### config.mk
export PLATFORM = sky130hd
export DESIGN_NAME = ebml_element_encoder
export DESIGN_NICKNAME = d
export VERILOG_FILES = /design/src/sv/ebml_enc_pkg.sv /design/src/sv/ebml_element_encoder.sv
export VERILOG_INCLUDE_DIRS = /design/src /design/src/sv
export SDC_FILE = /design/constraint.sdc
export NUM_CORES = 1
export LEC_CHECK = 0
export ABC_AREA = 1
export BUFFER_PORTS_ARGS = -buffer_cell sky130_fd_sc_hd__buf_2
export CELL_PAD_IN_SITES_DETAIL_PLACEMENT = 1
export CELL_PAD_IN_SITES_GLOBAL_PLACEMENT = 1
export CORE_MARGIN = 1
export CORE_UTILIZATION = 28
export CTS_CLUSTER_DIAMETER = 60
export DETAILED_ROUTE_END_ITERATION = 7
export PLACE_DENSITY = 0.63
export SLEW_MARGIN = 10
export SYNTH_ARGS = -nofsm -noshare
export SYNTH_HDL_FRONTEND = slang
export SYNTH_SLANG_ARGS = --single-unit
### constraint.sdc
create_clock -name i_clk -period 11.99 [get_ports i_clk]
set_clock_uncertainty 0.15 [all_clocks]
set_input_delay 0.5995 -clock i_clk [delete_from_list [all_inputs] [get_ports i_clk]]
set_output_delay 0.5995 -clock i_clk [all_outputs]
set_load 0.01 [all_outputs]
### src/sv/assert_macros.svh
// ----------------------------------------------------------------------------
// Assertion macros
// Shared concurrent assertion forms for the encoder RTL.
// ----------------------------------------------------------------------------
`ifndef ASSERT_MACROS_SVH
`define ASSERT_MACROS_SVH

// Checked on every rising clock edge outside reset.
`define AST_CHK(lbl, prop, msg) \
    lbl: assert property (@(posedge i_clk) disable iff (!i_rst_n) prop) else $error(msg);

// Checked on every rising clock edge, reset included.
`define AST_ALW(lbl, prop, msg) \
    lbl: assert property (@(posedge i_clk) prop) else $error(msg);

`endif

### src/sv/ebml_enc_pkg.sv
// ----------------------------------------------------------------------------
// EBML encoder package
// Types and constants shared by the EBML element encoder.
// ----------------------------------------------------------------------------
package ebml_enc_pkg;

    typedef logic [7:0] t_byte;
    typedef logic [1:0] t_action;

    localparam int MaxBytes = 13;
    localparam int CntW = 4;

    localparam t_action ACT_HEADER = 2'd0;
    localparam t_action ACT_UINT   = 2'd1;
    localparam t_action ACT_FLOAT  = 2'd2;
    localparam t_action ACT_RAW    = 2'd3;

    localparam logic [31:0] SZ_LIM1 = 32'h0000_007f;
    localparam logic [31:0] SZ_LIM2 = 32'h0000_3fff;
    localparam logic [31:0] SZ_LIM3 = 32'h001f_ffff;
    localparam logic [31:0] SZ_LIM4 = 32'h0fff_ffff;

    localparam t_byte MARK1 = 8'h80;
    localparam t_byte MARK2 = 8'h40;
    localparam t_byte MARK3 = 8'h20;
    localparam t_byte MARK4 = 8'h10;
    localparam t_byte MARK5 = 8'h08;

endpackage

### src/sv/ebml_element_encoder.sv
// ----------------------------------------------------------------------------
// EBML element encoder
// Turns one element piece per input beat into a big-endian byte stream.
// ----------------------------------------------------------------------------
//  Channel   Dir  tdata                           tuser       tlast
//  s_axis    in   element_id[31:0], value[95:32]  action[1:0] -
//  m_axis    out  out_byte[7:0]                   -           last
//
// An item is held in the input register, encoded combinationally into a
// 13-byte shift register and sent out at one byte per cycle while m_axis_tready is high, 1 to 13 beats.
// The next item is loaded as the last byte of the previous one leaves, so
// items follow without gaps. The output byte comes straight from a register.
// Reset is synchronous, active low, and empties both stages.
// Back-pressure on m_axis holds the shift register and, once the input
// register is full, deasserts s_axis_tready.
// ----------------------------------------------------------------------------
`include "assert_macros.svh"

module ebml_element_encoder (
    input  logic                  i_clk,
    input  logic                  i_rst_n,
    input  logic                  s_axis_tvalid,
    output logic                  s_axis_tready,
    input  logic [95:0]           s_axis_tdata,  // element_id[31:0], value[95:32]
    input  ebml_enc_pkg::t_action s_axis_tuser,  // action[1:0]
    output logic                  m_axis_tvalid,
    input  logic                  m_axis_tready,
    output ebml_enc_pkg::t_byte   m_axis_tdata,  // out_byte[7:0]
    output logic                  m_axis_tlast
);
    import ebml_enc_pkg::*;

    t_action           r_act;
    logic [31:0]       r_id;
    logic [63:0]       r_val;
    logic              r_in_vld;
    logic              n_in_vld;

    t_byte             r_buf [MaxBytes];
    t_byte             n_buf [MaxBytes];
    logic [CntW-1:0]   r_cnt;
    logic [CntW-1:0]   n_cnt;

    logic              s_beat;
    logic              m_beat;
    logic              load;

    logic [2:0]        id_len;
    logic [2:0]        sz_len;
    logic [3:0]        pay_len;
    logic [31:0]       id_al;
    t_byte             sz_b  [8];
    t_byte             pay_b [8];
    logic [63:0]       val_al;
    logic [3:0]        u_len;
    logic [CntW-1:0]   enc_len;
    t_byte             enc_b [MaxBytes];

    assign m_beat        = m_axis_tvalid && m_axis_tready;
    assign load          = r_in_vld && ((r_cnt == '0) || (r_cnt == CntW'(1) && m_beat));
    assign s_axis_tready = !r_in_vld || load;
    assign s_beat        = s_axis_tvalid && s_axis_tready;

    assign m_axis_tvalid = (r_cnt != '0);
    assign m_axis_tdata  = r_buf[0];
    assign m_axis_tlast  = (r_cnt == CntW'(1));

    // Minimal byte count of the unsigned value, at least one.
    always_comb begin
        u_len = 4'd1;
        for (int i = 1; i < 8; i++) begin
            if (r_val[8*i +: 8] != 8'h00) begin
                u_len = 4'(i + 1);
            end
        end
    end

    always_comb begin
        case (u_len)
            4'd1:    val_al = {r_val[7:0],  56'h0};
            4'd2:    val_al = {r_val[15:0], 48'h0};
            4'd3:    val_al = {r_val[23:0], 40'h0};
            4'd4:    val_al = {r_val[31:0], 32'h0};
            4'd5:    val_al = {r_val[39:0], 24'h0};
            4'd6:    val_al = {r_val[47:0], 16'h0};
            4'd7:    val_al = {r_val[55:0], 8'h0};
            default: val_al = r_val;
        endcase
    end

    always_comb begin
        if (r_id[31:24] != 8'h00) begin
            id_al = r_id;
        end else if (r_id[23:16] != 8'h00) begin
            id_al = {r_id[23:0], 8'h0};
        end else if (r_id[15:8] != 8'h00) begin
            id_al = {r_id[15:0], 16'h0};
        end else begin
            id_al = {r_id[7:0], 24'h0};
        end
    end

    always_comb begin
        for (int i = 0; i < 8; i++) begin
            sz_b[i]  = 8'h00;
            pay_b[i] = 8'h00;
        end
        if (r_id[31:24] != 8'h00) begin
            id_len = 3'd4;
        end else if (r_id[23:16] != 8'h00) begin
            id_len = 3'd3;
        end else if (r_id[15:8] != 8'h00) begin
            id_len = 3'd2;
        end else begin
            id_len = 3'd1;
        end
        sz_len  = 3'd1;
        pay_len = 4'd0;
        unique case (r_act)
            ACT_HEADER: begin
                if (r_val[31:0] < SZ_LIM1) begin
                    sz_b[0] = MARK1 | r_val[7:0];
                    sz_len  = 3'd1;
                end else if (r_val[31:0] < SZ_LIM2) begin
                    sz_b[0] = MARK2 | {2'b00, r_val[13:8]};
                    sz_b[1] = r_val[7:0];
                    sz_len  = 3'd2;
                end else if (r_val[31:0] < SZ_LIM3) begin
                    sz_b[0] = MARK3 | {3'b000, r_val[20:16]};
                    sz_b[1] = r_val[15:8];
                    sz_b[2] = r_val[7:0];
                    sz_len  = 3'd3;
                end else if (r_val[31:0] < SZ_LIM4) begin
                    sz_b[0] = MARK4 | {4'h0, r_val[27:24]};
                    sz_b[1] = r_val[23:16];
                    sz_b[2] = r_val[15:8];
                    sz_b[3] = r_val[7:0];
                    sz_len  = 3'd4;
                end else begin
                    sz_b[0] = MARK5;
                    sz_b[1] = r_val[31:24];
                    sz_b[2] = r_val[23:16];
                    sz_b[3] = r_val[15:8];
                    sz_b[4] = r_val[7:0];
                    sz_len  = 3'd5;
                end
            end
            ACT_UINT: begin
                sz_b[0] = MARK1 | {4'h0, u_len};
                for (int i = 0; i < 8; i++) begin
                    pay_b[i] = val_al[63 - 8*i -: 8];
                end
                pay_len = u_len;
            end
            ACT_FLOAT: begin
                sz_b[0] = MARK1 | 8'h04;
                for (int i = 0; i < 4; i++) begin
                    pay_b[i] = r_val[31 - 8*i -: 8];
                end
                pay_len = 4'd4;
            end
            ACT_RAW: begin
                id_len   = 3'd0;
                sz_len   = 3'd0;
                pay_b[0] = r_val[7:0];
                pay_len  = 4'd1;
            end
        endcase
    end

    assign enc_len = CntW'({1'b0, id_len}) + CntW'({1'b0, sz_len}) + pay_len;

    // Each output position picks from the ID, size or payload bytes.
    always_comb begin
        logic [3:0] j;
        logic [3:0] p;
        for (int k = 0; k < MaxBytes; k++) begin
            j = 4'(k) - {1'b0, id_len};
            p = j - {1'b0, sz_len};
            if (k < 4 && 4'(k) < {1'b0, id_len}) begin
                enc_b[k] = id_al[31 - 8*(k % 4) -: 8];
            end else if (j < {1'b0, sz_len}) begin
                enc_b[k] = sz_b[j[2:0]];
            end else begin
                enc_b[k] = pay_b[p[2:0]];
            end
        end
    end

    always_comb begin
        n_in_vld = r_in_vld;
        if (s_beat) begin
            n_in_vld = 1'b1;
        end else if (load) begin
            n_in_vld = 1'b0;
        end
    end

    always_comb begin
        n_cnt = r_cnt;
        for (int i = 0; i < MaxBytes; i++) begin
            n_buf[i] = r_buf[i];
        end
        if (load) begin
            n_cnt = enc_len;
            for (int i = 0; i < MaxBytes; i++) begin
                n_buf[i] = enc_b[i];
            end
        end else if (m_beat) begin
            n_cnt = r_cnt - CntW'(1);
            for (int i = 0; i < MaxBytes - 1; i++) begin
                n_buf[i] = r_buf[i + 1];
            end
            n_buf[MaxBytes - 1] = 8'h00;
        end
    end

    always_ff @(posedge i_clk) begin
        if (!i_rst_n) begin
            r_in_vld <= 1'b0;
            r_cnt    <= '0;
        end else begin
            r_in_vld <= n_in_vld;
            r_cnt    <= n_cnt;
        end
    end

    always_ff @(posedge i_clk) begin
        if (s_beat) begin
            r_act <= s_axis_tuser;
            r_id  <= s_axis_tdata[31:0];
            r_val <= s_axis_tdata[95:32];
        end
        for (int i = 0; i < MaxBytes; i++) begin
            r_buf[i] <= n_buf[i];
        end
    end

    `AST_CHK(a_cnt_range, r_cnt <= CntW'(MaxBytes), "byte count out of range")
    `AST_CHK(a_load_len, load |-> (enc_len != '0 && enc_len <= CntW'(MaxBytes)), "bad item length")
    `AST_CHK(a_mid_beat, (m_beat && !m_axis_tlast) |=> m_axis_tvalid, "item cut short")
    `AST_CHK(a_drain, (m_beat && m_axis_tlast && !r_in_vld) |=> !m_axis_tvalid, "extra beat after last")
    `AST_ALW(a_rst_idle, !i_rst_n |=> (!m_axis_tvalid && s_axis_tready), "not idle after reset")

endmodule
# After elaboration in Yosys (flattened, before gate mapping)
# Memories as Yosys holds them, arrays and structs flattened.
# Cells that the tools add are included.
[op_classes]
addsub = 29
order_cmp = 47
n_eq_ne = 11
muxes = 135
bitwise_logic = 26
n_reduce_logical = 22
[ops]
columns = ["cell", "n"]
rows = [
  ["$bmux 8 s3", 26],
  ["$mux 8", 71],
  ["$pmux 64 s7", 1],
  ["$mux 104", 2],
  ["$mux 32", 6],
  ["$ge 4x4->1 const B", 26],
  ["$not 3->4", 26],
  ["$reduce_bool 8->1", 10],
  ["$lt 4x3->1", 13],
  ["$pmux 24 s2", 1],
  ["$pmux 8 s3", 2],
  ["$sub 3x3->3", 13],
  ["$lt 32x14->1 const B", 1],
  ["$lt 32x21->1 const B", 1],
  ["$lt 32x28->1 const B", 1],
  ["$lt 32x7->1 const B", 1],
  ["$mux 29", 1],
  ["$mux 3", 9],
  ["$mux 24", 1],
  ["$mux 22", 1],
  ["$sub 4x3->4 const A", 5],
  ["$eq 4x3->1 const B", 4],
  ["$mux 16", 1],
  ["$sub 3x3->4 const A", 4],
  ["24 further kinds", 43],
]
[word_totals]
register_bits = 103
mem_bits_rw = 104
in_bits = 102
wordCells = 276
n_memories = 1
[memory_table]
columns = ["memory", "depth", "word_bits", "rd", "rd_clocked_by_memory_dff", "wr", "line_no", "source"]
rows = [
  ["r_buf", 13, 8, 13, 0, 13, "ebml_element_encoder.sv:39", "t_byte r_buf [MaxBytes];"],
]

# Logic depth before layout (Yosys ltp)
[logic_depth]
depth_word = 17
ltp_mapped = 25
ltp_nobuf = 23

# Least setup slack after synthesis
# OpenSTA, ideal clock, no wires.
[synth_path]
path_type = "register -> register"
start = "reg r_cnt[0]"
end = "reg r_cnt[2]"
setup_time_ps = 115
arrival_time_ps = 9805
setup_slack_ps = 1919
stages_incl_launch_ff = 12
n_path_buf = 0
synth_period_minus_slack_ps = 10071
path_cell_list = "dfxtp_1 > inv_1 > ha_1 > nand2_1 > nor2_1 > inv_1 > o21ai_0 > inv_1 > nor2_1 > nor2_1 > o21ai_0 > inv_1"
[synth_between]
elab_chain_cells = 6
[synth_lines]
columns = ["element", "line_no", "source"]
rows = [
  ["start: declaration", "ebml_element_encoder.sv:41", "logic [CntW-1:0] r_cnt;"],
  ["start signal: assignment", "ebml_element_encoder.sv:224", "r_cnt <= n_cnt;"],
  ["$reduce_bool 4->1 *", "ebml_element_encoder.sv:64", "assign m_axis_tvalid = (r_cnt != '0);"],
  ["net m_axis_tvalid", "ebml_element_encoder.sv:26", "output logic m_axis_tvalid,"],
  ["$logic_and 1x1->1 *", "ebml_element_encoder.sv:59", "assign m_beat = m_axis_tvalid && m_axis_tready;"],
  ["$logic_and 1x1->1", "ebml_element_encoder.sv:60", "assign load = r_in_vld && ((r_cnt == '0) || (r_cnt == CntW'(1) && m_beat));"],
  ["$logic_or 1x1->1", "ebml_element_encoder.sv:60", ""],
  ["$logic_and 1x1->1", "ebml_element_encoder.sv:60", ""],
  ["$mux 4 or $reduce_bool 2->1 (tied branches)", "n/a", ""],
]
# Mark *: on every way through the listed nets, which the timed path passes. The rest lies on a longest branch. The select of a mux whose other input is x is not followed.
# A chain may end at the register's enable or synchronous reset.

==> flow_summary.toml <==
[logic_synthesis]
ys_warn_count = 0
synthFlopType = "edfxtp_1"
synth.net_count = 2827
synth_top_area_share_pct = 33.65
syn-cell-area_mm2 = 0.01803
ys_types = 54
synth-seq-area-share_pct = 34.20
syn_inst = 2689
synth-edff-count = 202
syn_avg_cell_area_um2 = 6.704
ys_seq_elements = 207
yosysTopAreaCell = "edfxtp_1"
async_reset_ff_share_pct = 0
yosys-top-cells-area = "edfxtp_1 (34%), nand2_1 (14%), nand3_1 (14%)"

[global_routing]
antenna_found_initial = 1
overflow = 0
grt_pass1_wl_um = 146700
grt_max_degree = 78
grt_pass1_vias = 20709
grt_use_total_pct = 30.39

[drt]
top_layer = "met4"
num_vias = 21117
drc = 0
viasPerCell = 5.781
ant_nets = 0
first_iter_violations = 2418
first_pass_iters = 6
wire_per_inst_um = 27.89
wl_met2_um = 44720
drt-total-wl_um = 101900
drt-met1-wl_um = 44120
wl_met3_um = 7846

[sta]
slew_headroom_pct = 10.88
period_needed_ns = 7.587
finalCritPeriodShare_pct = 63.28
rsz0062_at_grt = "no"
tns_ns = 0
finalSetupViolations = 0
max_freq_ghz = 0.1318
tightest_slew_ns = 1.337
hold_ws_ns = 0.02390
hold_viol_final = 0
drv_slew = 0

[floorplan]
die_y_um = 255.7
rows = 92
dieArea_mm2 = 0.06540
die_w_um = 255.7
io_pins = 113
core_mm2 = 0.06331
initial_utilization_pct = 28.47

[finish]
ff_latch_area_mm2 = 0.006166
fin_cells = 3653
layout_common_cells = "nand2_1 (658), nand3_1 (493), nor2_1 (271)"
syn_to_final_growth_pct = 16.65
multi_input_area_mm2 = 0.01028
fillers = 7964
nets = 2921
drive_above_1_share_pct = 10.12
mostFrequentLayoutCell = "nand2_1"

[critical_path]
crit_type = "reg -> reg"
critPathRequiredTime_ns = 12.20
worstSetupEndpointType = "flop"
rrSetupSlack_ns = 4.40
crit_fanout = 45
reg2reg_depth = 15
critPathLaunchType = "flop"
cp.arrival_ns = 7.80

[job]
maxCapViolations = 0

[cts]
clk_path_buf_depth = 3
htreeDepth = 1
post_cts_buffers = 0
cts_buffers = 30
insertion_delay_ns = 0.63
cts_root_buf = "clkbuf_16"
cts_tree = "built"
cts.sinks = 207
cts_resized = 0
path_clk_slew_ns = 0.06

[placed_design]
io_buffers = 112
place_inst = 3512
hpwl_um = 77620
place_congestion = 1.060

[power]
peakVddDrop_mv = 0.1533
total_power_mw = 3.930
powerDensity_mw_per_mm2 = 186.9
leakage_nw = 8.778

[worst_hold_path]
hold_depth = 1
min_path_type = "in -> reg"

[status]
status = "finished, final reports clean"
-- metrics by stage --
step | utilization [%] | worst slack (ns) | cell area (um2)
2_1_floorplan | - | 1.919 | 18030
3_3_place_gp | 30.29 | 4.811 | 19180
3_5_place_dp | 30.29 | 4.732 | 19180
4_1_cts | 33.21 | 4.696 | 21030
5_1_grt | 33.21 | 4.158 | 21030
6_report | 33.22 | 4.403 | 21030
-- layer usage --
| layer | vias up | track usage [%] |
|---|---|---|
| met5 | - | 0 |
| met4 | 0 | 13.46 |
| met3 | 194 | 4.625 |
| met2 | 1035 | 47.24 |
| met1 | 10476 | 41.54 |
| li1 | 9412 | - |
-- worst paths after layout --
path,to,startpoint
worst max-delay path,r_buf[0][50],r_id[17]
worst min-delay path,r_val[30],s_axis_tdata[62]
worst max register to register,r_buf[0][50],r_id[17]
worst min register to register,r_buf[1][20],r_buf[1][28]
-- worst max-delay path, cell delays in order, from the launching register on --
cell and delay [ns]:
edfxtp_1 0.43, nor4_1 0.34, and2_0 0.68, inv_1 0.27, nor2_1 0.34, nor3_4 0.05, buf_4 0.29, ha_1 0.29
inv_1 0.05, ha_1 0.69, clkinv_1 0.88, ha_1 0.59, a21oi_1 1.05, inv_1 0.54, nand2_1 0.46, a21oi_1 0.13
-- Yosys cell counts, types with 27 or more instances --
cell type  count
nand3_1      493
nand4_1       27
nand2_1      658
o22ai_1       30
clkbuf_1     106
a21oi_1      229
ha_1          27
o21ai_1       51
o21ai_0      128
edfxtp_1     202
o211ai_1      43
nor2_1       272
inv_1        173
buf_2         31
-- layout make-up --
class                   instances  share of cell area (%)
multi-input cells            2095                   48.87
flip-flops and latches        207                   29.32
repair buffers                238                   8.175
well taps                     846                   5.034
inverters                     211                   3.844
clock buffers                  38                   3.713
clock inverters                17                   1.035
diodes                          1                 0.01190
-- registers in the layout, summed over array words and instances, names as in the netlist --
| register | cells |
|---|---|
| r_act | 2 |
| r_cnt | 4 |
| r_val | 64 |
| r_in_vld | 1 |
| r_buf | 104 |
| r_id | 32 |
-- report_power, final --
group	internal, mW	leakage (nW)	total, mW	switching (mW)
Combinational	0.417	6.30	1.70	1.28
Clock	0.532	0.484	0.915	0.384
Sequential	1.19	1.99	1.31	0.127
-- what timing repair did --
| item | 4_1_cts | 5_1_grt |
|---|---|---|
| endpoints found under the hold margin | 85 | 0 |
| hold buffers | 85 | 0 |
| endpoints found under the setup margin | 0 | 0 |
-- cell families after synthesis --
| kind of cell | synth area share [%] |
|---|---|
| AO/OA/AOI/OAI | 16.16 |
| XOR/XNOR | 0.3886 |
| adder cells (fa/ha/maj) | 2.873 |
| buffers and inverters | 8.967 |
| flip-flops | 34.20 |
| AND/OR/NAND/NOR | 37.41 |
Note: power is estimated with default switching activity, not from simulation.
